**config.mk**
```make
export PLATFORM = sky130hd
export DESIGN_NAME = pbs_front
export DESIGN_NICKNAME = d
export VERILOG_FILES = /design/src/rtl/pbs_pkg.sv /design/src/rtl/pbs_front.sv
export SDC_FILE = /design/constraint.sdc
export NUM_CORES = 1
export LEC_CHECK = 0
export ABC_AREA = 1
export CAP_MARGIN = 25
export CORE_AREA = 2 2 89 112
export DETAILED_ROUTE_END_ITERATION = 16
export DIE_AREA = 0 0 91 114
export DONT_BUFFER_PORTS = 1
export HOLD_SLACK_MARGIN = 0.03
export PLACE_DENSITY = 0.65
export SLEW_MARGIN = 20
export SYNTH_ARGS = -nofsm -noshare
export SYNTH_HDL_FRONTEND = slang
export SYNTH_SLANG_ARGS = --single-unit
export TNS_END_PERCENT = 10
```
**constraint.sdc**
```tcl
create_clock -name clk_i -period 10.7 [get_ports clk_i]
set_input_delay 0.535 -clock clk_i [delete_from_list [all_inputs] [get_ports clk_i]]
set_output_delay 0.535 -clock clk_i [all_outputs]
set_load 0.05 [all_outputs]
```
**src/rtl/pbs_pkg.sv**
```systemverilog
package pbs_pkg;

  localparam int unsigned NODE_COUNT_DEF = 32;
  localparam int unsigned NODE_COUNT_MAX = 64;

  localparam int unsigned ID_W    = 8;
  localparam int unsigned TS_W    = 32;
  localparam int unsigned MV_W    = 16;
  localparam int unsigned CNT_W   = 32;
  localparam int unsigned SUM_W   = 48;
  localparam int unsigned IDX_W   = 6;
  localparam int unsigned FUNC_W  = 2;
  localparam int unsigned CFG_W   = 32;
  localparam int unsigned DVD_W   = 48;
  localparam int unsigned PROD_W  = 36;

  // Function codes on the input beat
  localparam logic [FUNC_W-1:0] FUNC_PKT = 2'd0;
  localparam logic [FUNC_W-1:0] FUNC_RPT = 2'd1;
  localparam logic [FUNC_W-1:0] FUNC_CLR = 2'd2;

  // Configuration register indexes
  localparam logic REG_LOW_THR  = 1'b0;
  localparam logic REG_EXPECTED = 1'b1;

  localparam logic [MV_W-1:0]  LOW_THR_RST  = 16'd3300;
  localparam logic [CNT_W-1:0] EXPECTED_RST = 32'd96;

  localparam logic [19:0] TENTHS_PER_DAY = 20'd864000;

  typedef enum logic [1:0] {
    CMD_PKT,
    CMD_RPT,
    CMD_CLR
  } cmd_e;

  typedef struct packed {
    cmd_e             op;
    logic [ID_W-1:0]  id;
    logic [TS_W-1:0]  ts;
    logic [MV_W-1:0]  mv;
  } cmd_t;

  typedef struct packed {
    logic [CNT_W-1:0] cnt;
    logic [TS_W-1:0]  t0;
    logic [TS_W-1:0]  t1;
    logic [MV_W-1:0]  v0;
    logic [MV_W-1:0]  v1;
    logic [SUM_W-1:0] sum;
  } row_t;

endpackage

```
**src/rtl/pbs_front.sv**
```systemverilog
module pbs_front import pbs_pkg::*; #(
  parameter int unsigned NODE_COUNT = NODE_COUNT_DEF
) (
  input  logic              clk_i,
  input  logic              rst_ni,
  input  logic              push,
  output logic              full,
  input  logic [FUNC_W-1:0] func_i,
  input  logic [ID_W-1:0]   node_id_i,
  input  logic [TS_W-1:0]   timestamp_s_i,
  input  logic [MV_W-1:0]   battery_mv_i,
  output logic              cmd_vld_o,
  output cmd_t              cmd_o,
  input  logic              cmd_pop_i
);

  localparam int unsigned DEPTH = 2;

  cmd_t       q_mem [DEPTH];
  logic       wr_ptr_q, rd_ptr_q;
  logic [1:0] cnt_q;
  logic       keep;
  logic       acc;
  logic       pop;
  cmd_t       cmd_new;

  // Classify the beat: drop unused codes and packet beats with out-of-range ids
  always_comb begin
    cmd_new.id = node_id_i;
    cmd_new.ts = timestamp_s_i;
    cmd_new.mv = battery_mv_i;
    cmd_new.op = CMD_PKT;
    keep       = 1'b0;
    unique case (func_i)
      FUNC_PKT: begin
        cmd_new.op = CMD_PKT;
        keep       = node_id_i < ID_W'(NODE_COUNT);
      end
      FUNC_RPT: begin
        cmd_new.op = CMD_RPT;
        keep       = 1'b1;
      end
      FUNC_CLR: begin
        cmd_new.op = CMD_CLR;
        keep       = 1'b1;
      end
      default: begin
        keep = 1'b0;
      end
    endcase
  end

  assign full      = cnt_q == 2'(DEPTH);
  assign acc       = push && !full && keep;
  assign cmd_vld_o = cnt_q != 2'd0;
  assign pop       = cmd_pop_i && cmd_vld_o;
  assign cmd_o     = q_mem[rd_ptr_q];

  // Store classified commands
  always_ff @(posedge clk_i) begin
    if (acc) begin
      q_mem[wr_ptr_q] <= cmd_new;
    end
  end

  // Advance pointers and fill level
  always_ff @(posedge clk_i or negedge rst_ni) begin
    if (!rst_ni) begin
      wr_ptr_q <= 1'b0;
      rd_ptr_q <= 1'b0;
      cnt_q    <= 2'd0;
    end else begin
      if (acc) wr_ptr_q <= ~wr_ptr_q;
      if (pop) rd_ptr_q <= ~rd_ptr_q;
      cnt_q <= cnt_q + 2'(acc) - 2'(pop);
    end
  end

endmodule

```
==> impl_metrics.env <==
export IMPL_numnets_final=418
export IMPL_final_skew_ns=0.00550
export IMPL_cts_post_setup_buffers_inserted=0
export IMPL_crit_chain="inv_4 -> nand2_1 -> nand2_1"
export IMPL_p_comb_frac=0.337
export IMPL_placementRows=40
export IMPL_holdCritPathClass="in -> reg"
export IMPL_antenna_violations_before_repair=0
export IMPL_dr_total_vias=2328
export IMPL_path_max_fanout=59
export IMPL_max_slew_margin=0.372
export IMPL_finalSetupViolCount=0
export IMPL_routabilityCongestion=0.704
export IMPL_start_kind="register"
export IMPL_grt_util_overall=0.155
export IMPL_htreeDepth=4
export IMPL_timing_critical_path_arrival_ns=2.25
export IMPL_total_switching_power_uw=741
export IMPL_wl_met2_um=4250
export IMPL_cts_root_buf="sky130_fd_sc_hd__clkbuf_16"
export IMPL_final_common_cell="sky130_fd_sc_hd__nand2_1"
export IMPL_leakage_nw=2.02
export IMPL_design_die_area_um2=10400
export IMPL_crit_path_top_delay_cell="sky130_fd_sc_hd__dfrtp_4"
export IMPL_drc_errors=0
export IMPL_pwr_share_clk=0.293
export IMPL_insertion_delay_ns=0.40
export IMPL_dp_hpwl_um=4730
export IMPL_maxUsedRoutingLayer="met4"
export IMPL_detail_route_iter0_violations=148
export IMPL_synth_sequential_area_ratio=0.791
export IMPL_outcome="completed"
export IMPL_setup_worst_path_end_class="output pin"
export IMPL_clk_pin_slew_ns=0.05
export IMPL_routed_length_on_met3_um=654
export IMPL_cp_slowest_stage_delay_ns=0.73
export IMPL_cell_seen_most_often_among_critical_path_stages="sky130_fd_sc_hd__nand2_1"
export IMPL_numPortBuffers=0
export IMPL_routed_wl_um=7760
export IMPL_vias_per_cell=4.76
export IMPL_period_needed_ns=2.79
export IMPL_switching_share=0.439
export IMPL_post_route_cells_drive_above_1_share=0.0826
export IMPL_initial_core_util=0.481
export IMPL_fin_ws_ns=7.91
export IMPL_grt_pass1_vias=2174
export IMPL_cts_tree="yes"
export IMPL_pwr_density_cell_nw_per_um2=328
export IMPL_floorplan_die_width_um=91
export IMPL_post_synth_inst_count=341
export IMPL_rsz0062_at_grt="no"
export IMPL_drt_pass1_iterations=4
export IMPL_fillCellCount=831
export IMPL_final_antenna_net_count=0
export IMPL_route_layer_met1_wl_um=2720
export IMPL_cts_num_sinks=120
export IMPL_multi_input_combinational_cell_area_um2=818
export IMPL_slew_violations=0
export IMPL_distinct_cell_type_count_after_synthesis=14
export IMPL_cts_buffers_inserted=17
export IMPL_floorplan_core_area_um2=9410
export IMPL_critPathKind="reg -> out"
export IMPL_ioPinCount=122
export IMPL_intPower_uw=949
export IMPL_tightest_slew_ns=0.939
export IMPL_finalHoldViolations=0
export IMPL_sequential_cell_area_in_the_final_layout_um2=3590
export IMPL_most_common_layout_cells="sky130_fd_sc_hd__nand2_1, sky130_fd_sc_hd__edfxtp_1, sky130_fd_sc_hd__clkbuf_16, sky130_fd_sc_hd__inv_1, sky130_fd_sc_hd__ha_1"
export IMPL_cts_path_max_buffers=2
export IMPL_maximum_number_of_pins_on_one_net_before_global_route_repair=60
export IMPL_setup_slack_at_placement_ns=7.98
export IMPL_area_growth_synth_to_final_pct=13.8
export IMPL_cap_viol_max_count=0
export IMPL_period_share=0.261
export IMPL_avgRoutedWirePerCell_um=15.9
export IMPL_synth_warnings=0
export IMPL_timing_fmax_mhz=359
export IMPL_finalSetupTns_ns=0
export IMPL_critical_path_required_ns=10.17
export IMPL_postSynthNetCount=409
export IMPL_yosys_register_bits=120
export IMPL_post_synthesis_instance_area_um2=4530
export IMPL_max_vdd_ir_drop_v=0.000192
export IMPL_die_height_um=114
export IMPL_number_of_antenna_cells_inserted=0
export IMPL_postSynthAreaPerCell_um2=13.3
export IMPL_grt_remaining_overflow=0
export IMPL_grt_first_pass_wirelength_um=11700
export IMPL_power_frac_seq=0.370
timing repair:
action,CTS,global route
hold endpoints to repair,4,0
hold buffers,1,0
resized for setup,0,0
layout make-up:
cell class / count / share of cell area
sequential: 120 / 0.696
multi-input combinational: 197 / 0.159
clock buffer: 21 / 0.0854
tap: 126 / 0.0306
clock inverter: 11 / 0.0160
inverter: 11 / 0.00850
timing repair buffer: 3 / 0.00485
power by group through the flow:
stage / logic, mW / registers (mW) / clock network [mW]
floorplan: 0.570 / 0.598 / 0
global placement: 0.575 / 0.633 / 0
detailed placement: 0.581 / 0.635 / 0
CTS: 0.582 / 0.627 / 0.505
global route: 0.603 / 0.635 / 0.525
finish: 0.569 / 0.626 / 0.495
per-layer routing:
layer | GRT usage | up-vias
met3 | 0.0766 | 11
met5 | 0 | -
met4 | 0.0818 | 0
li1 | - | 1156
met1 | 0.150 | 1094
met2 | 0.270 | 67
Yosys cell counts:
cell	instances	area, um2
sky130_fd_sc_hd__nand2_1	181	679
sky130_fd_sc_hd__inv_4	1	6.26
sky130_fd_sc_hd__buf_6	3	33.8
sky130_fd_sc_hd__xnor2_1	1	8.76
sky130_fd_sc_hd__dfrtp_1	4	100
sky130_fd_sc_hd__edfxtp_1	116	3480
sky130_fd_sc_hd__xor2_1	2	17.5
sky130_fd_sc_hd__nand3_1	1	5.00
sky130_fd_sc_hd__buf_2	7	35.0
sky130_fd_sc_hd__inv_1	10	37.5
sky130_fd_sc_hd__nor2_1	5	18.8
sky130_fd_sc_hd__or2_1	1	6.26
sky130_fd_sc_hd__ha_1	6	75.1
sky130_fd_sc_hd__buf_4	3	22.5
critical path, delay by kind of cell (launching register included):
kind | cells | cell delay, ns
flops | 1 | 0.73
buf+inv | 1 | 0.57
simple gates | 2 | 0.52
sequential cells by signal, indices dropped and copies added, names as in the netlist:
register,flops
wr_ptr_q,1
rd_ptr_q,1
q_mem,116
cnt_q,2
final timing paths:
path                                  start           end  slack, ns  depth (start not counted)
max                                rd_ptr_q      cmd_o[4]       7.91                          3
min                        battery_mv_i[13]  q_mem[0][13]       0.22                          0
max reg2reg                        cnt_q[1]  q_mem[1][45]       8.27                          6
min reg2reg                        wr_ptr_q      wr_ptr_q       0.48                          2
max in group asynchronous            rst_ni      rd_ptr_q      10.09                          1
min in group asynchronous            rst_ni      wr_ptr_q       0.41                          1
per-stage QoR:
| stage | instance area [um2] | utilization | cells | hold slack [ns] | power [mW] |
|---|---|---|---|---|---|
| floorplan | 4530 | - | 341 | 0.239 | 1.17 |
| global placement | 4620 | 0.491 | 456 | 0.240 | 1.21 |
| detailed placement | 4620 | 0.491 | 456 | 0.240 | 1.22 |
| CTS | 5150 | 0.548 | 489 | 0.208 | 1.71 |
| global route | 5150 | 0.548 | 489 | 0.205 | 1.76 |
| finish | 5150 | 0.548 | 489 | 0.223 | 1.69 |
kinds of logic (layout without fill, tap and decap cells):
group	after synthesis	after routing	share of synthesized area
XOR/XNOR	3	3	0.00580
adder cells (fa/ha/maj)	6	6	0.0166
buffers and inverters	24	46	0.0298
flip-flops	120	120	0.791
AND/OR/NAND/NOR	188	188	0.157
Power figures use the tool's default switching activity.
